**config.mk**
```make
export PLATFORM = sky130hd
export DESIGN_NAME = enms_ctrl
export DESIGN_NICKNAME = d
export VERILOG_FILES = /design/src/hdl/enms_pkg.sv /design/src/hdl/enms_ctrl.sv
export SDC_FILE = /design/constraint.sdc
export NUM_CORES = 1
export LEC_CHECK = 0
export BUFFER_PORTS_ARGS = -buffer_cell sky130_fd_sc_hd__clkbuf_2
export CELL_PAD_IN_SITES_DETAIL_PLACEMENT = 0
export CELL_PAD_IN_SITES_GLOBAL_PLACEMENT = 1
export CORE_MARGIN = 5
export CORE_UTILIZATION = 30
export CTS_CLUSTER_SIZE = 28
export DETAILED_ROUTE_END_ITERATION = 8
export PLACE_DENSITY_LB_ADDON = 0.1
export SLEW_MARGIN = 15
export SYNTH_ARGS = -nofsm -noshare
export SYNTH_HDL_FRONTEND = slang
export SYNTH_SLANG_ARGS = --single-unit
```
**constraint.sdc**
```tcl
create_clock -name clk_i -period 3.3 [get_ports clk_i]
set_input_delay 0.165 -clock clk_i [delete_from_list [all_inputs] [get_ports clk_i]]
set_output_delay 0.165 -clock clk_i [all_outputs]
set_load 0.005 [all_outputs]
```
**src/hdl/enms_pkg.sv**
```systemverilog
`timescale 1ns / 1ps
// ----------------------------------------------------------------------------
// enms_pkg: shared types and constants for edge non-maximum suppression
// Field widths, angle bounds, direction codes, register indexes and the
// structs that pass between the control, window and line buffer modules.
// ----------------------------------------------------------------------------
package enms_pkg;

  // Field and counter widths
  localparam int MAG_W     = 16;
  localparam int ANG_W     = 13;
  localparam int MAX_WIDTH = 1024;
  localparam int COL_W     = $clog2(MAX_WIDTH);
  localparam int WID_W     = 11;
  localparam int ROW_W     = 16;
  localparam int SEC_W     = 2;
  localparam int FOLD_W    = ANG_W + 1;

  // Clamp bounds and reset values for the frame size registers
  localparam logic [WID_W-1:0] MIN_WIDTH_C  = WID_W'(3);
  localparam logic [WID_W-1:0] MAX_WIDTH_C  = WID_W'(MAX_WIDTH);
  localparam logic [ROW_W-1:0] MIN_HEIGHT_C = ROW_W'(3);
  localparam logic [WID_W-1:0] RST_WIDTH    = WID_W'(640);
  localparam logic [ROW_W-1:0] RST_HEIGHT   = ROW_W'(480);

  // Angle bounds in 1/16 degree
  localparam logic signed [FOLD_W-1:0] DEG_180 = FOLD_W'(2880);
  localparam logic signed [FOLD_W-1:0] DEG_360 = FOLD_W'(5760);
  localparam logic signed [FOLD_W-1:0] NEG_180 = -FOLD_W'(2880);
  localparam logic signed [FOLD_W-1:0] TH_22   = FOLD_W'(360);
  localparam logic signed [FOLD_W-1:0] TH_67   = FOLD_W'(1080);
  localparam logic signed [FOLD_W-1:0] TH_112  = FOLD_W'(1800);
  localparam logic signed [FOLD_W-1:0] TH_157  = FOLD_W'(2520);

  // Gradient direction codes
  localparam logic [SEC_W-1:0] SEC_HORZ = 2'd0;
  localparam logic [SEC_W-1:0] SEC_D45  = 2'd1;
  localparam logic [SEC_W-1:0] SEC_VERT = 2'd2;
  localparam logic [SEC_W-1:0] SEC_D135 = 2'd3;

  // Configuration register indexes
  localparam logic REG_WIDTH  = 1'b0;
  localparam logic REG_HEIGHT = 1'b1;

  // One line buffer entry: two magnitude rows and the direction of the middle row
  typedef struct packed {
    logic [MAG_W-1:0] upper;
    logic [MAG_W-1:0] middle;
    logic [SEC_W-1:0] sector;
  } line_word_t;

  // Item handed from the control stage to the window stage
  typedef struct packed {
    logic             pix;
    logic             emit;
    logic             interior;
    logic             last;
    logic [SEC_W-1:0] sector;
    logic [MAG_W-1:0] mag;
    logic [COL_W-1:0] addr;
  } item_t;

endpackage

```
**src/hdl/enms_ctrl.sv**
```systemverilog
`timescale 1ns / 1ps
// ----------------------------------------------------------------------------
// enms_ctrl: frame sequencing and angle quantization
// Holds the frame size registers and the column, row and drain counters,
// classifies each accepted item and issues the line buffer read.
// ----------------------------------------------------------------------------
module enms_ctrl import enms_pkg::*; (
  input  logic             clk_i,
  input  logic             rst_ni,
  input  logic             fire_i,
  input  logic [MAG_W-1:0] mag_i,
  input  logic [ANG_W-1:0] angle_i,
  input  logic             flush_i,
  input  logic             cfg_valid_i,
  input  logic             cfg_index_i,
  input  logic [ROW_W-1:0] cfg_data_i,
  output item_t            item_o,
  output logic             load_o,
  output logic             rd_en_o,
  output logic [COL_W-1:0] rd_addr_o,
  output logic             restart_o
);

  logic [WID_W-1:0] width_q, width_d;
  logic [ROW_W-1:0] height_q, height_d;
  logic [COL_W-1:0] col_q, col_d;
  logic [ROW_W-1:0] row_q, row_d;
  logic [WID_W-1:0] drn_q, drn_d;

  logic [WID_W-1:0] w_eff;
  logic [ROW_W-1:0] h_eff;
  logic [WID_W-1:0] col_inc;
  logic             col_wrap;
  logic             drain;
  logic             drain_last;
  logic             cfg_hit;

  logic signed [FOLD_W-1:0] ang_ext;
  logic signed [FOLD_W-1:0] ang_fold;
  logic [SEC_W-1:0]         sector;

  // Clamp the frame size
  always_comb begin
    w_eff = width_q;
    if (width_q < MIN_WIDTH_C) begin
      w_eff = MIN_WIDTH_C;
    end else if (width_q > MAX_WIDTH_C) begin
      w_eff = MAX_WIDTH_C;
    end
    h_eff = (height_q < MIN_HEIGHT_C) ? MIN_HEIGHT_C : height_q;
  end

  // Fold the angle into 0..180 degrees and pick the direction
  always_comb begin
    ang_ext = FOLD_W'(signed'(angle_i));
    if (ang_ext < NEG_180) begin
      ang_fold = ang_ext + DEG_360;
    end else if (ang_ext < 0) begin
      ang_fold = ang_ext + DEG_180;
    end else if (ang_ext > DEG_180) begin
      ang_fold = ang_ext - DEG_180;
    end else begin
      ang_fold = ang_ext;
    end
    if (ang_fold < TH_22 || ang_fold >= TH_157) begin
      sector = SEC_HORZ;
    end else if (ang_fold < TH_67) begin
      sector = SEC_D45;
    end else if (ang_fold < TH_112) begin
      sector = SEC_VERT;
    end else begin
      sector = SEC_D135;
    end
  end

  // Classify the item at the head of the input
  assign drain      = (row_q >= h_eff);
  assign drain_last = drain && (drn_q == w_eff);
  assign col_inc    = WID_W'(col_q) + WID_W'(1);
  assign col_wrap   = (col_inc == w_eff);

  always_comb begin
    item_o.pix      = !drain;
    item_o.emit     = drain || ((row_q != '0) && !((row_q == ROW_W'(1)) && (col_q == '0)));
    item_o.interior = !drain && (row_q >= ROW_W'(2)) && (col_q >= COL_W'(2));
    item_o.last     = drain_last;
    item_o.sector   = sector;
    item_o.mag      = mag_i;
    item_o.addr     = col_q;
  end

  assign load_o    = fire_i && (drain || !flush_i);
  assign rd_en_o   = fire_i && !drain && !flush_i;
  assign rd_addr_o = col_q;

  // Register writes restart the frame
  always_comb begin
    width_d  = width_q;
    height_d = height_q;
    cfg_hit  = 1'b0;
    if (cfg_valid_i) begin
      case (cfg_index_i)
        REG_WIDTH: begin
          width_d = cfg_data_i[WID_W-1:0];
          cfg_hit = 1'b1;
        end
        REG_HEIGHT: begin
          height_d = cfg_data_i;
          cfg_hit  = 1'b1;
        end
        default: cfg_hit = 1'b0;
      endcase
    end
  end

  assign restart_o = cfg_hit || (fire_i && drain_last);

  // Advance the counters
  always_comb begin
    col_d = col_q;
    row_d = row_q;
    drn_d = drn_q;
    if (restart_o) begin
      col_d = '0;
      row_d = '0;
      drn_d = '0;
    end else if (fire_i && drain) begin
      drn_d = drn_q + WID_W'(1);
    end else if (fire_i && !flush_i) begin
      col_d = col_wrap ? '0 : col_inc[COL_W-1:0];
      row_d = col_wrap ? row_q + ROW_W'(1) : row_q;
    end
  end

  always_ff @(posedge clk_i or negedge rst_ni) begin
    if (!rst_ni) begin
      width_q  <= RST_WIDTH;
      height_q <= RST_HEIGHT;
      col_q    <= '0;
      row_q    <= '0;
      drn_q    <= '0;
    end else begin
      width_q  <= width_d;
      height_q <= height_d;
      col_q    <= col_d;
      row_q    <= row_d;
      drn_q    <= drn_d;
    end
  end

endmodule

```
# == Yosys cells after proc, flatten, opt, wreduce, memory -nomap -nowiden ==
# Cells that the tools add are included.
# op_classes
addsub,6
order_cmp,13
eq_ne,4
mux,20
bitwise_logic,1
n_reduce_logical,27
# ops
operator,count
$mux W16,5
$mux W11,4
$mux W14,3
$mux W10,4
$lt A14 B12 Y1 const B,2
$eq A11 B11 Y1,2
$add A16 B1 Y16 const B,1
$eq A16 B1 Y1 const B,1
$ge A16 B16 Y1,1
$ge A16 B2 Y1 const B,1
$lt A16 B2 Y1 const B,1
$reduce_bool A16 Y1,1
$add A13 B13 Y14 const B,1
$add A13 B14 Y14 const B,1
$ge A14 B13 Y1 const B,1
$lt A14 B10 Y1 const B,1
$sub A13 B13 Y14 const B,1
$gt A13 B13 Y1 const B,1
$lt A13 B1 Y1 const B,1
$lt A13 B13 Y1 const B,1
$add A10 B1 Y11 const B,1
$add A11 B1 Y11 const B,1
$gt A11 B11 Y1 const B,1
$logic_and A1 B1 Y1,11
other kinds (12),23
# word_totals
reg_bits,64
in_bits,51
output_inout_bits,45
wordCells,76

# == Longest topological paths before layout ==
# Gate-level depths: netlist of the first run.
# logic_depth
word_depth,9
mapped_depth,11
mapped_depth_nobuf,11

# == Least setup slack after synthesis of the first run ==
# No wires, ideal clock.
# synth_path
kind,flip-flop to flip-flop
from,register height_q[13]
to,"register col_q[9], in the netlist rd_addr_o[9]"
setup_ns,0.086
arrival_ns,2.930
required_time_ns,3.214
path_slack_ns,0.283
path_stages_with_launch,11
path_buffers,0
synth_period_minus_slack_ns,3.017
path_cell_list,dfrtp_1 > nor4_1 > a41o_1 > ha_1 > or3b_2 > o2111ai_1 > a31o_2 > a31oi_2 > nor3_1 > o21ai_2 > o221ai_2
# synth_between
elab_chain_cells,8
elab_cells_between_ends,11
classes_between,2 x order compare; 1 x eq/ne; 2 x mux; 6 x reduce/logical
# synth_lines
element,line,rtl
from (decl),enms_ctrl.sv:25,"logic [ROW_W-1:0] height_q, height_d;"
from (signal assigned),enms_ctrl.sv:144,height_q <= height_d;
$lt A16 B2 Y1,enms_ctrl.sv:50,h_eff = (height_q < MIN_HEIGHT_C) ? MIN_HEIGHT_C : height_q;
$mux W16 *,enms_ctrl.sv:50,
$ge A16 B16 Y1 *,enms_ctrl.sv:77,assign drain = (row_q >= h_eff);
$logic_and A1 B1 Y1,enms_ctrl.sv:78,assign drain_last = drain && (drn_q == w_eff);
$logic_and A1 B1 Y1,enms_ctrl.sv:116,assign restart_o = cfg_hit || (fire_i && drain_last);
$logic_or A1 B1 Y1,enms_ctrl.sv:116,
$ne A2 B2 Y1 (no source line) / $reduce_bool A2 Y1 (equally long branches),-,
$reduce_and A2 Y1 (no source line),-,
to (signal assigned),enms_ctrl.sv:145,col_q <= col_d;
to (decl),enms_ctrl.sv:26,"logic [COL_W-1:0] col_q, col_d;"
# Mark *: on every way between the ends. The rest lies on a longest branch, timed or not.
# A chain may end at the register's enable or synchronous reset.

==> flow_metrics.tcl, run 1 <==
set metrics [dict create \
    clkSinkCount 64 \
    startpoint "height_q[13]" \
    globalRouteTotalUtil 0.1566 \
    area_delta_synth_final_pct 16.15 \
    p_leak_uw 0.002756 \
    r2r-end "drn_q[10]" \
    cp_data_required_time_ps 3130 \
    min_period_over_period 0.9386 \
    synth_area_mm2 0.005469 \
    crit_arrival_ps 2930 \
    switching_share 0.3085 \
    rr_startpoint "height_q[8]" \
    dr_total_vias 4912 \
    cap_violations 0 \
    hp-class "primary input to register" \
    nets 741 \
    p_sw_uw 727.9 \
    ys_ff_latch 64 \
    status "finished clean" \
    internal-power_uw 1631 \
    grt_overflow_total 0 \
    drt_iter0_drc 363 \
    clkLatencyLatePin_ps 330 \
    r2r_setup_slack_ps 270 \
    grt_antenna_before_repair 0 \
    core.rowCount 49 \
    critPathMaxFanout 3 \
    hold_viol 0 \
    ir_drop_uv 297.4 \
    regArea_mm2 0.001609 \
    most-common-layout-cells "61 x clkbuf_2, 58 x dfrtp_1, 44 x inv_1" \
    synth_edf_count 0 \
    max_freq_ghz 0.3229 \
    synthArstFlopShare 1.000 \
    reg2regPathDepth 13 \
    power_frac_comb 0.220 \
    htreeDepth 3 \
    fillers 1881 \
    fin_worst_skew_ps 4.608 \
    cts_buffer_depth 2 \
    clk_pin_slew_ps 50 \
    ioPinCount 96 \
    place_congestion 0.8011 \
    seqPwrFrac 0.388 \
    power.density_mw_per_mm2 371.4 \
    initial_core_util 0.3045 \
    slew_headroom 0.3786 \
    diodes 0 \
    multi_input_area_mm2 0.003391 \
    fin_crit_ps 3097 \
    maxSlewViolCount 0 \
    ys_types 77 \
    fp.dieH_um 145.0 \
    final_common_cell "clkbuf_2" \
    worstSetupStartpointType "register" \
    grt_max_degree 41 \
    coreArea_mm2 0.01796 \
    final.setup.tns_ps 0 \
    synth.avg_cell_area_um2 8.966 \
    ys_seq_area_frac 0.2942 \
    vias_per_cell 5.494 \
    yosysWarnings 0 \
    tritoncts "done" \
    syn_nets 691 \
    syn_inst 610 \
    drt-total-wl_um 16630 \
    synthFlopType "dfrtp_1" \
    dieArea_mm2 0.02103 \
    cts_root_buffer "clkbuf_16" \
    end_kind "output pin" \
    drc_errors 0 \
    worstMarginPinSlew_ps 928.7 \
    critPathKind "register to output pin" \
    numCtsBuffers 9 \
    drive_gt1_frac 0.2571 \
    dr.pass1.iters 5 \
    numPortBuffers 63 \
    grt_pass1_vias 4811 \
    wl_per_cell_um 18.60 \
    cp-endpoint "item_o[29]" \
    ant_nets 0 \
    place_hpwl_um 12690 \
    setup_viol 0 \
    utilization 0.3536 \
    rsz0062_at_grt "false" \
    grt_pass1_wl_um 26990 \
    pwr-share-clk 0.392 \
    die_w_um 145.0 \
]
[registers in the layout, indices dropped and copies added, names as in the netlist]
register,cells
rd_addr_o,10
height_q,16
drn_q,11
width_q,11
row_q,16
[worst min path at each step]
stage,from,end,slack [ps],depth (start not counted)
final,cfg_data_i[14],height_q[14],70,2
after global routing,cfg_data_i[14],height_q[14],50,2
after floorplan,rst_ni,drn_q[0],-130,0
after global placement,mag_i[14],item_o[24],330,0
after detailed placement,mag_i[14],item_o[24],330,0
after CTS,cfg_data_i[14],height_q[14],50,2
[stage by stage]
step | cells | setup WS (ps) | hold WS (ps) | instance area, um2 | power [uW]
floorplan | 610 | 283.4 | -130.6 | 5469 | 1254
global placement | 873 | 28.50 | 330.0 | 5947 | 1418
detailed placement | 873 | 64.93 | 330.0 | 5947 | 1425
CTS | 891 | 25.02 | 53.66 | 6279 | 2373
global route | 894 | 15.76 | 53.31 | 6352 | 2489
finish | 894 | 202.6 | 65.29 | 6352 | 2359
[power groups by stage]
| stage | Clock, uW | Combinational [uW] | Sequential, uW |
|---|---|---|---|
| after floorplan | 0 | 357 | 897 |
| after global placement | 0 | 502 | 916 |
| after detailed placement | 0 | 506 | 919 |
| after CTS | 948 | 514 | 911 |
| after global routing | 982 | 582 | 925 |
| final | 924 | 520 | 916 |
[layout make-up]
class	instances	area share
tap	229	0.04511
clock buffer	13	0.04254
clock inverter	3	0.002364
timing repair buffer	97	0.09573
multi-input combinational	442	0.5338
sequential	64	0.2533
inverter	46	0.02718
[repair_timing]
item / in CTS / in global routing
hold endpoints to repair: 0 / 38
pin swaps: 1 / 4
hold buffers: 0 / 1
setup endpoints to repair: 7 / 12
gates cloned: 0 / 0
resized for setup: 5 / 11
setup buffers: 2 / 2
[synth_stat cells, types with 3 or more instances]
cell type | instances | area [um2]
dfrtp_1 | 58 | 1451
inv_1 | 45 | 168.9
nand3_1 | 36 | 180.2
nor2_1 | 32 | 120.1
buf_4 | 31 | 232.7
ha_1 | 30 | 375.4
nand2_1 | 27 | 101.4
mux2_2 | 24 | 270.3
a21oi_1 | 22 | 110.1
nor4_1 | 19 | 118.9
nand3b_1 | 18 | 135.1
o21ai_0 | 18 | 90.09
mux2i_1 | 17 | 170.2
clkbuf_1 | 14 | 52.55
nand4_1 | 13 | 81.33
nor3_1 | 13 | 65.06
xnor2_1 | 13 | 113.9
o2111ai_1 | 12 | 105.1
a21o_1 | 10 | 75.07
o211ai_1 | 9 | 67.56
o22ai_1 | 8 | 50.05
and3_1 | 7 | 43.79
buf_2 | 7 | 35.03
nand2b_1 | 7 | 43.79
dfstp_2 | 6 | 157.7
a211oi_1 | 5 | 37.54
a41oi_1 | 5 | 43.79
or3_1 | 5 | 31.28
xor2_1 | 5 | 43.79
a21boi_0 | 4 | 30.03
and2_1 | 4 | 25.02
buf_6 | 4 | 45.04
nor2b_1 | 4 | 25.02
o21bai_1 | 4 | 30.03
o221ai_2 | 4 | 60.06
o31ai_1 | 4 | 30.03
a311oi_1 | 3 | 26.28
a31o_2 | 3 | 26.28
nor3b_1 | 3 | 22.52
nor4_4 | 3 | 63.81
nor4b_1 | 3 | 26.28
o211a_1 | 3 | 30.03
o21a_1 | 3 | 22.52
or4_1 | 3 | 22.52
[metal layers]
metal	GRT usage	vias to the layer above	routed length, um
met5	0	-	0
met4	0.04473	0	201
met3	0.03898	16	990
met2	0.2327	146	7336
met1	0.2252	2387	8100
li1	-	2363	-
[cell families after synthesis]
kind of cell             count (synthesis)  share of synthesized area
AND/OR/NAND/NOR                        216                     0.2423
AO/OA/AOI/OAI                          137                     0.1858
buffers and inverters                  104                    0.09975
flip-flops                              64                     0.2942
multiplexers                            41                    0.08053
adder cells (fa/ha/maj)                 30                    0.06863
XOR/XNOR                                18                    0.02883
[worst max-delay path: stages, from the launching register on]
cell       delay (ps)
dfrtp_1           410
nor4_4            330
a41o_1            200
ha_1              220
or3b_4            400
o2111ai_2         100
a31o_2            220
a31oi_4           110
buf_6             160
nor2_4            110
o311a_1           210
buf_2             130
Power figures use the tool's default switching activity.
==> inputs of run 2 (changes only) <==
==> constraint.sdc (replaced) <==
create_clock -name clk_i -period 3.5 [get_ports clk_i]
set_input_delay 0.175 -clock clk_i [delete_from_list [all_inputs] [get_ports clk_i]]
set_output_delay 0.175 -clock clk_i [all_outputs]
set_load 0.005 [all_outputs]
==> run 2 against run 1 <==
Wire length decreased by 2.3%. Largest power group is now sequential cells. Global-route usage decreased by 0.086 points. Flip-flop and latch count unchanged. Largest cell class unchanged. Sequential power decreased by 5.8%. First-iteration DRC count decreased by 24%. Worst setup slack about the same. Clock power decreased by 13%.
==> flow_metrics.tcl, run 2 (synthesis results as in run 1) <==
set metrics [dict create \
    ir_drop_uv 214.2 \
    grt_antenna_before_repair 0 \
    hp-class "primary input to async pin" \
    end_kind "output pin" \
    fillers 1894 \
    dr.pass1.iters 4 \
    diodes 0 \
    ant_nets 0 \
    reg_top3 "height_q x16, row_q x16" \
    drc_errors 0 \
    fin_area_mm2 0.006121 \
    crit_path_max_incr_delay_ps 460 \
    nets 723 \
    post_cts_buffers 0 \
    worstSetupStartpointType "register" \
    grt_pass1_wl_um 26970 \
    p_leak_uw 0.002630 \
    drive_gt1_frac 0.2303 \
    drt-total-wl_um 16250 \
    numCtsBuffers 9 \
    grt_overflow_total 0 \
    utilization 0.3407 \
    most-common-layout-cells "62 x clkbuf_2, 58 x dfrtp_1, 45 x inv_1" \
    min_period_over_period 0.9421 \
    grt_max_degree 39 \
    dr_total_vias 4775 \
    worstMarginPinSlew_ps 986.6 \
    fp.dieH_um 145.0 \
    clk_pin_slew_ps 60 \
    slew_headroom 0.3423 \
    place_congestion 0.8535 \
    coreArea_mm2 0.01796 \
    placed_cell_area_mm2 0.005837 \
    numPortBuffers 63 \
    setup_viol 0 \
    path_buf_inv 1 \
    tritoncts "done" \
    place_hpwl_um 12350 \
    drt_iter0_drc 275 \
    p_total_uw 2126 \
    ioPinCount 96 \
    critPathMaxFanout 12 \
    power.density_mw_per_mm2 347.4 \
    cts_root_buffer "clkbuf_16" \
    final_common_cell "clkbuf_2" \
    globalRouteTotalUtil 0.1558 \
    cts_buffer_depth 2 \
    htreeDepth 3 \
    die_w_um 145.0 \
    wl_per_cell_um 18.55 \
    fin_crit_ps 3297 \
    vias_per_cell 5.451 \
    crit_arrival_ps 3120 \
    status "finished clean" \
    max_freq_ghz 0.3033 \
    critPathKind "register to output pin" \
    final.setup.tns_ps 0 \
    maxSlewViolCount 0 \
    area_delta_synth_final_pct 11.92 \
    dieArea_mm2 0.02103 \
    cap_violations 0 \
    clkLatencyLatePin_ps 340 \
    initial_core_util 0.3045 \
    reg2regPathDepth 8 \
    cp_cell_sequence "nor4_2 > a41o_1 > ha_1 > or3b_2 > o2111ai_1 > a31o_2 > a31oi_2 > o2111ai_2 > nand2_2 > clkbuf_2" \
    crit_family "simple AND/OR/NAND/NOR gates" \
    crit_cells 10 \
    clkSinkCount 64 \
    grt_pass1_vias 4819 \
    hold_viol 0 \
    cp_slowest_cell "or3b_2" \
    rsz0062_at_grt "false" \
    fin_worst_skew_ps 9.877 \
    cp_data_required_time_ps 3320 \
    whs_ps 7.369 \
    core.rowCount 49 \
]
[run 2: cell count changes in the layout (fill, tap and decap cells not counted), moves of 3 or more]
cell / before / now
buf_4: 30 / 15
clkbuf_1: 1 / 6
clkbuf_8: 3 / 0
nor4_2: 2 / 5
nor4_4: 6 / 3
[run 2: metrics by stage]
step | setup WS [ps] | instances
6_report | 202.8 | 876
5_1_grt | 72.15 | 876
4_1_cts | 6.177 | 876
3_5_place_dp | 242.9 | 860
3_3_place_gp | 249.7 | 860
2_1_floorplan | 483.4 | 610
[run 2: worst paths after layout]
check | startpoint | endpoint | slack, ps
worst max-delay path | height_q[13] | restart_o | 200
worst min-delay path | rst_ni | row_q[9] | 7
worst max register to register | rd_addr_o[1] | rd_addr_o[9] | 290
worst min register to register | height_q[9] | height_q[9] | 550
max in group asynchronous | rst_ni | height_q[6] | 2520
min in group clk_i | cfg_data_i[14] | height_q[14] | 80
[run 2: repair_timing]
item,CTS,global route
setup endpoints to repair,5,4
hold buffers,0,0
gates resized for setup,3,4
gates cloned,0,0
[run 2: final cells by class]
type | count | area (um2) | area share
Sequential cell | 64 | 1609 | 0.2629
Multi-Input combinational cell | 442 | 3352 | 0.5476
Clock inverter | 1 | 5.005 | 0.0008177
Tap cell | 229 | 286.5 | 0.04681
Timing Repair Buffer | 79 | 447.9 | 0.07318
Inverter | 46 | 172.7 | 0.02821
Clock buffer | 15 | 247.7 | 0.04047
[run 2: report_power, final]
part / internal (uW) / total, uW / switching, uW
Sequential: 796 / 863 / 66.5
Combinational: 190 / 455 / 266
Clock: 480 / 808 / 328
[run 2: metal layers]
metal / GRT usage / routed length (um) / part of all wire
met5: 0 / 0 / 0
met4: 0.03578 / 169 / 0.010
met3: 0.03648 / 854 / 0.053
met2: 0.2281 / 6912 / 0.43
met1: 0.2319 / 8315 / 0.51
