<file path="config.mk">
export PLATFORM = sky130hd
export DESIGN_NAME = enms_window
export DESIGN_NICKNAME = d
export VERILOG_FILES = /design/src/hdl/enms_pkg.sv /design/src/hdl/enms_window.sv
export SDC_FILE = /design/constraint.sdc
export NUM_CORES = 1
export LEC_CHECK = 0
export BUFFER_PORTS_ARGS = -buffer_cell sky130_fd_sc_hd__buf_2
export CAP_MARGIN = 20
export CORE_ASPECT_RATIO = 1.2
export CORE_MARGIN = 5
export CORE_UTILIZATION = 51
export CTS_BUF_LIST = sky130_fd_sc_hd__clkbuf_8
export CTS_CLUSTER_DIAMETER = 100
export DETAILED_ROUTE_END_ITERATION = 8
export GPL_TIMING_DRIVEN = 0
export PLACE_DENSITY = 0.81
export SLEW_MARGIN = 20
export SYNTH_ARGS = -nofsm -noshare
export SYNTH_HDL_FRONTEND = slang
export SYNTH_SLANG_ARGS = --single-unit
</file>
<file path="constraint.sdc">
create_clock -name clk_i -period 4.19 [get_ports clk_i]
set_input_delay 0.838 -clock clk_i [delete_from_list [all_inputs] [get_ports clk_i]]
set_output_delay 0.838 -clock clk_i [all_outputs]
set_load 0.03 [all_outputs]
</file>
<file path="src/hdl/enms_pkg.sv">
`timescale 1ns / 1ps
// ----------------------------------------------------------------------------
// enms_pkg: shared types and constants for edge non-maximum suppression
// Field widths, angle bounds, direction codes, register indexes and the
// structs that pass between the control, window and line buffer modules.
// ----------------------------------------------------------------------------
package enms_pkg;

  // Field and counter widths
  localparam int MAG_W     = 16;
  localparam int ANG_W     = 13;
  localparam int MAX_WIDTH = 1024;
  localparam int COL_W     = $clog2(MAX_WIDTH);
  localparam int WID_W     = 11;
  localparam int ROW_W     = 16;
  localparam int SEC_W     = 2;
  localparam int FOLD_W    = ANG_W + 1;

  // Clamp bounds and reset values for the frame size registers
  localparam logic [WID_W-1:0] MIN_WIDTH_C  = WID_W'(3);
  localparam logic [WID_W-1:0] MAX_WIDTH_C  = WID_W'(MAX_WIDTH);
  localparam logic [ROW_W-1:0] MIN_HEIGHT_C = ROW_W'(3);
  localparam logic [WID_W-1:0] RST_WIDTH    = WID_W'(640);
  localparam logic [ROW_W-1:0] RST_HEIGHT   = ROW_W'(480);

  // Angle bounds in 1/16 degree
  localparam logic signed [FOLD_W-1:0] DEG_180 = FOLD_W'(2880);
  localparam logic signed [FOLD_W-1:0] DEG_360 = FOLD_W'(5760);
  localparam logic signed [FOLD_W-1:0] NEG_180 = -FOLD_W'(2880);
  localparam logic signed [FOLD_W-1:0] TH_22   = FOLD_W'(360);
  localparam logic signed [FOLD_W-1:0] TH_67   = FOLD_W'(1080);
  localparam logic signed [FOLD_W-1:0] TH_112  = FOLD_W'(1800);
  localparam logic signed [FOLD_W-1:0] TH_157  = FOLD_W'(2520);

  // Gradient direction codes
  localparam logic [SEC_W-1:0] SEC_HORZ = 2'd0;
  localparam logic [SEC_W-1:0] SEC_D45  = 2'd1;
  localparam logic [SEC_W-1:0] SEC_VERT = 2'd2;
  localparam logic [SEC_W-1:0] SEC_D135 = 2'd3;

  // Configuration register indexes
  localparam logic REG_WIDTH  = 1'b0;
  localparam logic REG_HEIGHT = 1'b1;

  // One line buffer entry: two magnitude rows and the direction of the middle row
  typedef struct packed {
    logic [MAG_W-1:0] upper;
    logic [MAG_W-1:0] middle;
    logic [SEC_W-1:0] sector;
  } line_word_t;

  // Item handed from the control stage to the window stage
  typedef struct packed {
    logic             pix;
    logic             emit;
    logic             interior;
    logic             last;
    logic [SEC_W-1:0] sector;
    logic [MAG_W-1:0] mag;
    logic [COL_W-1:0] addr;
  } item_t;

endpackage

</file>
<file path="src/hdl/enms_window.sv">
`timescale 1ns / 1ps
// ----------------------------------------------------------------------------
// enms_window: 3x3 window, suppression compare and output register
// Takes the registered line buffer read data, shifts the window,
// writes the line buffer entry back and registers the result item.
// ----------------------------------------------------------------------------
module enms_window import enms_pkg::*; (
  input  logic             clk_i,
  input  logic             rst_ni,
  input  item_t            item_i,
  input  logic             load_i,
  input  logic             restart_i,
  input  line_word_t       rd_data_i,
  output logic             ready_o,
  output logic             wr_en_o,
  output logic [COL_W-1:0] wr_addr_o,
  output line_word_t       wr_data_o,
  output logic             m_valid_o,
  input  logic             m_ready_i,
  output logic [MAG_W-1:0] m_data_o,
  output logic             m_last_o
);

  logic             s1_vld_q, s1_vld_d;
  item_t            s1_q;
  logic [MAG_W-1:0] win_q [9];
  logic [MAG_W-1:0] win_nxt [9];
  logic [SEC_W-1:0] held_q;
  logic             out_vld_q, out_vld_d;
  logic [MAG_W-1:0] out_mag_q;
  logic             out_last_q;

  logic             s1_adv;
  logic [MAG_W-1:0] ctr, e1, e2, res;

  // Stage advances when it emits nothing or its result has a free output slot
  assign s1_adv  = s1_vld_q && (!s1_q.emit || !out_vld_q || m_ready_i);
  assign ready_o = !s1_vld_q || s1_adv;

  // Shifted window with the new column on the right
  always_comb begin
    for (int k = 0; k < 3; k++) begin
      win_nxt[k*3]   = win_q[k*3+1];
      win_nxt[k*3+1] = win_q[k*3+2];
    end
    win_nxt[2] = rd_data_i.upper;
    win_nxt[5] = rd_data_i.middle;
    win_nxt[8] = s1_q.mag;
  end

  // Pick the neighbours along the gradient and compare
  always_comb begin
    ctr = win_nxt[4];
    case (held_q)
      SEC_HORZ: begin
        e1 = win_nxt[5];
        e2 = win_nxt[3];
      end
      SEC_D45: begin
        e1 = win_nxt[6];
        e2 = win_nxt[2];
      end
      SEC_VERT: begin
        e1 = win_nxt[7];
        e2 = win_nxt[1];
      end
      default: begin
        e1 = win_nxt[0];
        e2 = win_nxt[8];
      end
    endcase
    res = (s1_q.interior && (ctr >= e1) && (ctr >= e2)) ? ctr : '0;
  end

  // Write the entry back: middle row moves up, new pixel becomes middle
  assign wr_en_o          = s1_adv && s1_q.pix;
  assign wr_addr_o        = s1_q.addr;
  assign wr_data_o.upper  = rd_data_i.middle;
  assign wr_data_o.middle = s1_q.mag;
  assign wr_data_o.sector = s1_q.sector;

  // Stage one occupancy
  always_comb begin
    s1_vld_d = s1_vld_q;
    if (load_i) begin
      s1_vld_d = 1'b1;
    end else if (s1_adv) begin
      s1_vld_d = 1'b0;
    end
  end

  // Output slot occupancy
  always_comb begin
    out_vld_d = out_vld_q;
    if (s1_adv && s1_q.emit) begin
      out_vld_d = 1'b1;
    end else if (m_ready_i) begin
      out_vld_d = 1'b0;
    end
  end

  always_ff @(posedge clk_i or negedge rst_ni) begin
    if (!rst_ni) begin
      s1_vld_q  <= 1'b0;
      out_vld_q <= 1'b0;
    end else begin
      s1_vld_q  <= s1_vld_d;
      out_vld_q <= out_vld_d;
    end
  end

  // Hold the stage payload
  always_ff @(posedge clk_i) begin
    if (load_i) begin
      s1_q <= item_i;
    end
  end

  // Shift the window and hold the centre column direction
  always_ff @(posedge clk_i or negedge rst_ni) begin
    if (!rst_ni) begin
      for (int i = 0; i < 9; i++) begin
        win_q[i] <= '0;
      end
      held_q <= SEC_HORZ;
    end else if (restart_i) begin
      for (int i = 0; i < 9; i++) begin
        win_q[i] <= '0;
      end
      held_q <= SEC_HORZ;
    end else if (s1_adv && s1_q.pix) begin
      for (int i = 0; i < 9; i++) begin
        win_q[i] <= win_nxt[i];
      end
      held_q <= rd_data_i.sector;
    end
  end

  // Load the output register
  always_ff @(posedge clk_i) begin
    if (s1_adv && s1_q.emit) begin
      out_mag_q  <= res;
      out_last_q <= s1_q.last;
    end
  end

  assign m_valid_o = out_vld_q;
  assign m_data_o  = out_mag_q;
  assign m_last_o  = out_last_q;

endmodule

</file>
---- Yosys cells after proc, flatten, opt, wreduce, memory -nomap -nowiden ----
Cells that the tools add are included.
cells by class
  add/subtract/negate cells ............... 0
  multiply operators ...................... 0
  divide/modulo/power cells ............... 0
  order comparisons ....................... 2
  equality and inequality tests ........... 2
  shift operators ......................... 0
  muxes and demuxes ....................... 10
  bitwise operators ....................... 0
  reduce and logical (&&, ||, !) cells .... 15
operators by type and width
  cell                  count
  $mux W128             2
  $pmux W16 S3          2
  $ge A16 B16 Y1        2
  $reduce_bool A2 Y1    3
  $logic_and A1 B1 Y1   5
  $mux W1               4
  $mux W2               2
  $logic_not A1 Y1      3
  $logic_or A1 B1 Y1    3
  $eq A2 B1 Y1 const B  1
  $eq A2 B2 Y1 const B  1
  $logic_not A2 Y1      1
word-level totals
  flip-flop bits (word level) ............. 149
  bits in latches ......................... 0
  RAM bits ................................ 0
  bits in read-only memories .............. 0
  output and inout bits ................... 64
  logic and storage cells ................. 47
  memories ................................ 0

---- Depth between registers and ports, before layout ----
Gate-level depths: netlist of run 1.
  word-level depth ........................ 7
  mapped depth ............................ 12
  mapped depth without buffers ............ 8

---- Least setup slack after synthesis of run 1 ----
OpenSTA, ideal clock, no wires.
  kind .................................... flip-flop to flip-flop
  start ................................... reg held_q[1]
  end ..................................... reg out_mag_q[10] (netlist: m_data_o[10]), data pin
  arrival time ............................ 2940 ps
  data required time ...................... 3927 ps
  setup slack ............................. 988 ps
  cell stages (with the launch flop) ...... 11
  path buffers ............................ 3
  clock period less this slack ............ 3202 ps
  path through ............................ dfrtp_1 clkbuf_1 buf_2 mux4_2 ha_1 nand2b_4 a2111oi_4 a2111oi_4 nor4_4 buf_6 nor3b_2
on the way
  word-level cells in the longest chain between the ends .. 5
RTL lines
  element                                     RTL line            text
  start, declared                             enms_window.sv:28   logic [SEC_W-1:0] held_q;
  start signal, assigned                      enms_window.sv:135  held_q <= rd_data_i.sector;
  $eq A2 B2 Y1, or another cell as far along  enms_window.sv:54   case (held_q)
  $pmux W16 S3                                enms_window.sv:54
  $ge A16 B16 Y1                              enms_window.sv:72   res = (s1_q.interior && (ctr >= e1) && (ctr >= e2)) ? ctr : '0;
  $logic_and A1 B1 Y1                         enms_window.sv:72
  $logic_and A1 B1 Y1 *                       enms_window.sv:72
  end signal, assigned                        enms_window.sv:142  out_mag_q <= res;
  end, declared                               enms_window.sv:30   logic [MAG_W-1:0] out_mag_q;
Mark *: on every way between the ends. The rest lies on a longest branch, timed or not.
A chain may end at the register's enable or synchronous reset.

---- Worst setup path after layout of run 1 ----
  start ................................... reg held_q[0]
  end ..................................... reg out_mag_q[6] (netlist: m_data_o[6]), data pin
Same word-level chain as after synthesis.

==> results of run 1 <==
[per-layer routing]
layer,GRT usage (%),routed length (um)
met5,0,0
met4,9.01,572
met3,6.46,1650
met2,40.0,9710
met1,29.6,7440
[through the flow]
stage | std cells | instance area (um^2) | hold slack (ns)
2_1_floorplan | 694 | 7480 | 0.400
3_3_place_gp | 1002 | 8360 | 0.401
3_5_place_dp | 1003 | 8400 | 0.417
4_1_cts | 1035 | 8870 | 0.278
5_1_grt | 1035 | 8870 | 0.299
6_report | 1035 | 8870 | 0.282
[worst max path at each step]
stage | start | endpoint | slack [ns] | cells after the start
floorplan | held_q[1] | m_data_o[10] | 0.99 | 10
detailed placement | held_q[0] | m_data_o[11] | 0.44 | 11
finish | held_q[0] | m_data_o[6] | 0.43 | 11
CTS | held_q[1] | m_data_o[6] | 0.44 | 11
global placement | held_q[0] | m_data_o[6] | 0.50 | 11
global route | held_q[1] | m_data_o[14] | 0.12 | 11
[registers in the layout (all words and copies together), names as in the netlist]
register	flops
s1_vld_q	1
m_last_o	1
held_q	2
m_valid_o	1
ctr	16
wr_addr_o	10
m_data_o	16
win_nxt	80
s1_q	4
wr_data_o	18
[placed cells by master, fill, tap and decap left out, types with 5 or more instances in the layout]
master	count
clkbuf_1	26
clkbuf_8	17
bufinv_16	6
ha_1	32
mux4_2	32
nor3b_1	6
edfxtp_1	49
a21oi_1	110
buf_4	44
nor3b_2	9
inv_1	33
buf_2	144
nand3_1	5
dfrtp_1	100
nand2_1	204
[report_power, final]
group          internal [mW]  switching (mW)  total [mW]
Clock                  0.763           0.540        1.30
Combinational          0.220           0.355       0.575
Sequential              1.58          0.0687        1.65
Total                   2.56           0.964        3.52
[layout make-up]
type	count	share of cell area [%]
buffer	85	5.71
clock buffer	17	2.64
clock inverter	15	2.68
inverter	33	1.40
multi-input combinational	427	32.4
sequential	149	44.8
tap	175	2.47
timing repair buffer	134	7.89
[cells by family after synthesis]
kind of cell / share of synthesized area [%]
flops: 53.2
simple gates: 14.2
buf+inv: 8.44
mux: 9.64
compound gates: 9.17
fa+ha+maj: 5.36
==> flow_summary_export.csv, run 1 <==
group,metric,value,unit
synth,synth.avg_cell_area,10.8,um^2
cts,cts_resized,0,
floorplan,die_y,143,um
timing,fin_worst_skew,0.0147,ns
cts,cts_htree_levels,4,
setup_path,criticalPathCategory,"reg2reg",
cts,path_clk_slew,0.08,ns
synth,synth_ff_type,"dfrtp_1",
final_layout,final_nets,950,
cts,clk_latency,0.46,ns
grt,grt_pass1_vias,5779,
synth,ys_top_cells_by_count,"204 x nand2_1, 110 x a21oi_1, 100 x dfrtp_1",
synth,synth_area,7480,um^2
synth,yosys_register_bits,149,
synth,synth_seq_area_share,53.2,%
synth,yosysMostFrequentCell,"nand2_1",
setup_path,path_max_fanout,10,
timing,rsz0062_at_grt,"no",
setup_path,arrival,3.97,ns
placement,gp_congestion,0.901,
pwr,irDropWorstVdd,316,uV
setup_path,r2r_start,"held_q[0]",
setup_path,startpoint_type,"flop",
placement,post-place-ws,0.437,ns
final_layout,diodes,0,
floorplan,initial_utilization,51.9,%
setup_path,crit_chain,"clkbuf_1 -> buf_2 -> buf_2 -> mux4_2 -> ha_1 -> nand2b_4 -> a2111oi_4 -> a2111oi_4 -> nor4_4 -> buf_6 -> nor3b_2",
grt,antenna_found_initial,0,
drt,viasPerCell,5.50,
drt,vias,5690,
setup_path,r2r_end,"m_data_o[6]",
final_layout,final_core_util,61.5,%
setup_path,cpLargestDelayFamily,"buffers and inverters",
cts,clockBufferDepth,2,
final_layout,n_fill_cell,1176,
drt,ant_nets,0,
floorplan,rows,48,
setup_path,rrSetupSlack,0.43,ns
synth,yosys_warnings,0,
pwr,power.density,397,nW/um^2
setup_path,critical_path.max_stage_delay,0.51,ns
timing,hold_viol_final,0,
cts,cts_tree,"done",
drt,finalWirelength,19400,um
pwr,leakagePower,3.87,nW
grt,grt_pass1_wl,30900,um
setup_path,cp_data_required_time,4.40,ns
synth,synth_area_leaders,"dfrtp_1 33%, edfxtp_1 20%, nand2_1 10%, mux4_2 9.6%, a21oi_1 7.4%",
setup_path,reg2reg_depth,11,
timing,final_max_slew_viol_count,0,
final_layout,register_area,3970,um^2
synth,yosysTopAreaCellShare,33.5,%
floorplan,ios,135,
setup_path,crit_buf_inv,4,
drt,drc,0,
drt,dr.pass1.iters,5,
timing,fin_crit_sh,89.7,%
timing,finalSetupTns,0,ns
flow_run,max_cap_violations,0,
drt,drtIter0Drc,508,
timing,fmax,0.266,GHz
setup_path,cp_slowest_cell,"nor4_4",
timing,finalCriticalPeriod,3.76,ns
synth,ys_types,34,
synth,syn_nets,797,
grt,grt_usage,23.8,%
setup_path,cp-end-kind,"flop",
synth,synth_edf_count,49,
timing,setup_ws,0.433,ns
cts,root_buffer,"clkbuf_8",
floorplan,fp.dieW,121,um
final_layout,areaGrowthSynthToFinish,18.6,%
timing,finalSetupViolCount,0,
floorplan,coreArea,14400,um^2
placement,io_buffers,133,
synth,post-synth-top-area-cell,"dfrtp_1",
cts,cts_hold_buf,0,
cts,cts_setup_buffers,0,
timing,relSlewSlack,46.4,%
placement,dp_hpwl,14800,um
drt,wire_per_inst,18.7,um
synth,async_flop_share,67.1,%
cts,cts_inserted_buffers,17,
grt,grt_overflow_total,0,
outcome,status,"complete, no violations",
timing,tightest_slew,0.803,ns
synth,syn-instance-count,694,
cts,clock_sink_count,149,
final_layout,multi_input_area,2870,um^2
final_layout,final_layout_size_suffix_gt1_share,31.4,%
grt,grt_max_degree,61,
floorplan,dieArea,17200,um^2
min_path,hp-class,"in2async",
pwr,finalPower,3.52,mW
(Power assumes the default switching activity.)
==> inputs of run 2 (changes only) <==
clock period = 4 ns   (was 4.19 ns; I/O delays follow)
==> flow_summary_export.csv, run 2 (synthesized netlist as in run 1, its figures left out) <==
group,metric,value,unit
setup_path,r2r_start,"held_q[0]",
timing,finalSetupTns,0,ns
final_layout,final_layout_size_suffix_gt1_share,31.4,%
min_path,hp-class,"in2async",
drt,dr.pass1.iters,5,
timing,setup_ws,0.234,ns
setup_path,critical_path.max_stage_delay,0.51,ns
timing,hold_ws,0.245,ns
cts,cts_hold_buf,0,
timing,final_max_slew_viol_count,0,
floorplan,coreArea,14400,um^2
floorplan,initial_utilization,51.9,%
setup_path,path_max_fanout,10,
cts,cts_htree_levels,4,
setup_path,arrival,3.97,ns
timing,finalCriticalPeriod,3.77,ns
final_layout,largest_reg_flops,80,
cts,path_clk_slew,0.08,ns
final_layout,diodes,0,
final_layout,final_common_cell,"nand2_1",
grt,grt_max_degree,61,
grt,grt_pass1_vias,5779,
placement,post-place-ws,0.247,ns
pwr,irDropWorstVdd,330,uV
drt,ant_nets,0,
setup_path,startpoint_type,"flop",
final_layout,final_area,8860,um^2
floorplan,dieArea,17200,um^2
setup_path,criticalPathCategory,"reg2reg",
cts,cts_setup_buffers,0,
drt,drc,0,
setup_path,cp_data_required_time,4.21,ns
timing,tightest_slew,0.793,ns
drt,finalWirelength,19400,um
pwr,power.density,416,nW/um^2
floorplan,fp.dieW,121,um
setup_path,reg2reg_depth,11,
placement,dp_cells,1003,
setup_path,rrSetupSlack,0.23,ns
drt,viasPerCell,5.53,
timing,rsz0062_at_grt,"no",
outcome,status,"complete, no violations",
grt,grt_overflow_total,0,
flow_run,max_cap_violations,0,
cts,clk_latency,0.46,ns
cts,cts_tree,"done",
pwr,leakagePower,3.87,nW
placement,gp_congestion,0.901,
floorplan,ios,135,
placement,postPlaceCellArea,8400,um^2
timing,finalSetupViolCount,0,
timing,relSlewSlack,47.1,%
cts,root_buffer,"clkbuf_8",
pwr,finalPower,3.69,mW
floorplan,rows,48,
setup_path,crit_chain,"clkbuf_1 -> buf_2 -> buf_2 -> mux4_2 -> ha_1 -> nand2b_4 -> a2111oi_4 -> a2111oi_4 -> nor4_4 -> buf_6 -> nor3b_2",
timing,hold_viol_final,0,
placement,dp_hpwl,14800,um
cts,cts_inserted_buffers,17,
final_layout,final_cell_mix,"204 x nand2_1, 144 x buf_2, 110 x a21oi_1, 100 x dfrtp_1, 49 x edfxtp_1",
grt,grt_pass1_wl,30900,um
setup_path,r2r_end,"m_data_o[6]",
drt,wire_per_inst,18.8,um
timing,fmax,0.266,GHz
placement,io_buffers,133,
setup_path,cp_slowest_cell,"nor4_4",
final_layout,areaGrowthSynthToFinish,18.6,%
cts,cts_resized,0,
grt,grt_usage,23.8,%
final_layout,final_core_util,61.5,%
final_layout,layoutNonFillerInstCount,1034,
final_layout,n_fill_cell,1176,
floorplan,die_y,143,um
final_layout,final_nets,949,
timing,fin_worst_skew,0.0143,ns
timing,fin_crit_sh,94.1,%
grt,antenna_found_initial,0,
drt,drtIter0Drc,495,
cts,clockBufferDepth,2,
cts,clock_sink_count,149,
drt,vias,5713,
setup_path,cp-end-kind,"flop",
==> run 2: worst max-delay path: cells and delay by family (launching register included) <==
family / cells / cell delay, ns
adders and majority gates: 1 / 0.29
AOI/OAI and AO/OA: 2 / 0.51
DFF: 1 / 0.32
buffers and inverters: 4 / 1.32
and+or+nand+nor: 3 / 0.73
muxes: 1 / 0.35
==> run 2: power breakdown <==
group          internal, mW  switching (mW)  total [mW]
Combinational         0.230           0.370       0.601
Sequential             1.65          0.0738        1.73
Clock                 0.799           0.564        1.36
Total                  2.68            1.01        3.69
==> run 2: layout make-up <==
cell class / count / area, um^2 / area share [%]
clock inverters: 15 / 238 / 2.68
clock buffers: 17 / 234 / 2.64
plain buffers: 84 / 503 / 5.67
flip-flops and latches: 149 / 3970 / 44.8
multi-input cells: 427 / 2870 / 32.4
repair buffers: 134 / 699 / 7.89
inverters: 33 / 124 / 1.40
well taps: 175 / 219 / 2.47
==> run 2: how the worst max path moves through the flow <==
stage | from | end | depth (start not counted)
floorplan | held_q[1] | m_data_o[10] | 10
CTS | held_q[1] | m_data_o[6] | 11
global route | held_q[0] | m_data_o[7] | 11
detailed placement | held_q[0] | m_data_o[11] | 11
finish | held_q[0] | m_data_o[6] | 11
global placement | held_q[0] | m_data_o[6] | 11
==> run 2: per-layer routing <==
| layer | wire length (um) | vias up | GRT usage, % |
|---|---|---|---|
| met5 | 0 | - | 0 |
| met4 | 562 | 0 | 9.01 |
| met3 | 1780 | 40 | 6.46 |
| met2 | 9710 | 301 | 40.0 |
| met1 | 7370 | 2735 | 29.6 |
| li1 | - | 2637 | - |
==> inputs of run 3 (changes only) <==
CORE_UTILIZATION = 47   (was 51)
PLACE_DENSITY = 0.76   (was 0.81)
==> flow_summary_export.csv, run 3 (synthesized netlist as in run 1, its figures left out) <==
group,metric,value,unit
drt,dr.pass1.iters,5,
final_layout,final_layout_size_suffix_gt1_share,31.2,%
timing,finalSetupTns,0,ns
setup_path,path_max_fanout,10,
drt,finalWirelength,19400,um
final_layout,final_cell_mix,"204 x nand2_1, 144 x buf_2, 110 x a21oi_1, 100 x dfrtp_1, 49 x edfxtp_1",
floorplan,fp.dieW,125,um
timing,fin_crit_sh,94.2,%
setup_path,arrival,3.98,ns
cts,clockBufferDepth,2,
grt,grt_usage,21.7,%
setup_path,critical_path.max_stage_delay,0.50,ns
timing,relSlewSlack,46.5,%
drt,viasPerCell,5.32,
setup_path,crit_buf_inv,4,
cts,root_buffer,"clkbuf_8",
timing,fin_worst_skew,0.00879,ns
floorplan,ios,135,
cts,cts_tree,"done",
cts,cts_htree_levels,4,
grt,grt_max_degree,73,
cts,clock_sink_count,149,
timing,hold_viol_final,0,
cts,cts_resized,0,
drt,vias,5677,
grt,grt_pass1_vias,5622,
floorplan,dieArea,18500,um^2
floorplan,rows,50,
final_layout,diodes,0,
final_layout,final_common_cell,"nand2_1",
drt,ant_nets,0,
pwr,leakagePower,3.91,nW
cts,cts_hold_buf,0,
pwr,power.density,423,nW/um^2
placement,io_buffers,133,
cts,cts_setup_buffers,0,
timing,fmax,0.266,GHz
outcome,status,"complete, no violations",
placement,dp_hpwl,14800,um
setup_path,startpoint_type,"flop",
final_layout,final_core_util,57.2,%
setup_path,cp_data_required_time,4.21,ns
cts,cts_inserted_buffers,17,
drt,wire_per_inst,18.2,um
drt,drtIter0Drc,448,
flow_run,max_cap_violations,0,
setup_path,crit_chain,"clkbuf_1 -> buf_2 -> buf_2 -> mux4_2 -> ha_1 -> nand2b_4 -> a2111oi_4 -> a2111oi_4 -> nor4_4 -> buf_6 -> nor3b_2",
timing,tightest_slew,0.802,ns
setup_path,cpLargestDelayFamily,"buffers and inverters",
floorplan,coreArea,15600,um^2
final_layout,largest_reg_flops,80,
final_layout,final_area,8940,um^2
placement,postPlaceCellArea,8440,um^2
timing,finalSetupViolCount,0,
cts,clk_latency,0.46,ns
setup_path,cp-end-kind,"flop",
final_layout,final_nets,950,
floorplan,die_y,148,um
grt,grt_pass1_wl,30900,um
drt,drc,0,
grt,grt_overflow_total,0,
timing,final_max_slew_viol_count,0,
pwr,irDropWorstVdd,339,uV
placement,gp_congestion,0.895,
final_layout,areaGrowthSynthToFinish,19.6,%
cts,path_clk_slew,0.08,ns
grt,antenna_found_initial,0,
min_path,hp-class,"in2async",
setup_path,criticalPathCategory,"reg2reg",
final_layout,layoutNonFillerInstCount,1068,
setup_path,cp_slowest_cell,"nor4_4",
timing,finalCriticalPeriod,3.77,ns
timing,rsz0062_at_grt,"no",
floorplan,initial_utilization,47.8,%
placement,dp_cells,1036,
run 3: area by class of cell:
cell class,instances,area (um^2)
Clock buffer,19,262
Sequential cell,149,3970
Fill cell,1384,6700
Clock inverter,13,239
Timing Repair Buffer,134,699
Tap cell,208,260
Multi-Input combinational cell,427,2870
Buffer,85,507
Inverter,33,124
run 3: worst paths after layout:
| kind | slack, ns | start | cells past startpoint | endpoint |
|---|---|---|---|---|
| setup reg to reg | 0.23 | held_q[0] | 11 | m_data_o[12] |
| min in group clk_i | 0.44 | s1_q[28] | 0 | m_last_o |
| hold / removal | 0.20 | rst_ni | 1 | win_nxt[120] |
| setup / recovery | 0.23 | held_q[0] | 11 | m_data_o[12] |
| max in group asynchronous | 3.16 | rst_ni | 2 | ctr[6] |
| hold reg to reg | 0.44 | s1_q[28] | 0 | m_last_o |
run 3: metal layers:
metal  up-vias  global-route usage, %  part of all wire [%]
li1       2642                      -                     -
met1      2717                   28.0                    40
met2       266                   34.5                    47
met3        52                   5.17                   7.8
met4         0                   11.1                   4.7
met5         -                      0                     0
run 3: stage by stage:
step           hold slack [ns]  setup slack [ns]  power (mW)
2_1_floorplan            0.400             0.798        2.13
6_report                 0.200             0.234        3.78
3_3_place_gp             0.402             0.289        2.34
3_5_place_dp             0.416             0.223        2.35
4_1_cts                  0.187             0.214        3.80
5_1_grt                  0.182            0.0251        3.94
run 3: worst reg2reg max path, cell delays in order (launching register included):
cell and delay (ns):
dfrtp_1 0.32, clkbuf_1 0.38, buf_2 0.34, buf_2 0.33
mux4_2 0.37, ha_1 0.28, nand2b_4 0.15, a2111oi_4 0.42
a2111oi_4 0.12, nor4_4 0.50, buf_6 0.24, nor3b_2 0.06
run 3: report_power, final:
part | internal (mW) | switching (mW) | total, mW
Clock | 0.893 | 0.566 | 1.46
Combinational | 0.230 | 0.371 | 0.601
Sequential | 1.65 | 0.0708 | 1.72
Total | 2.77 | 1.01 | 3.78
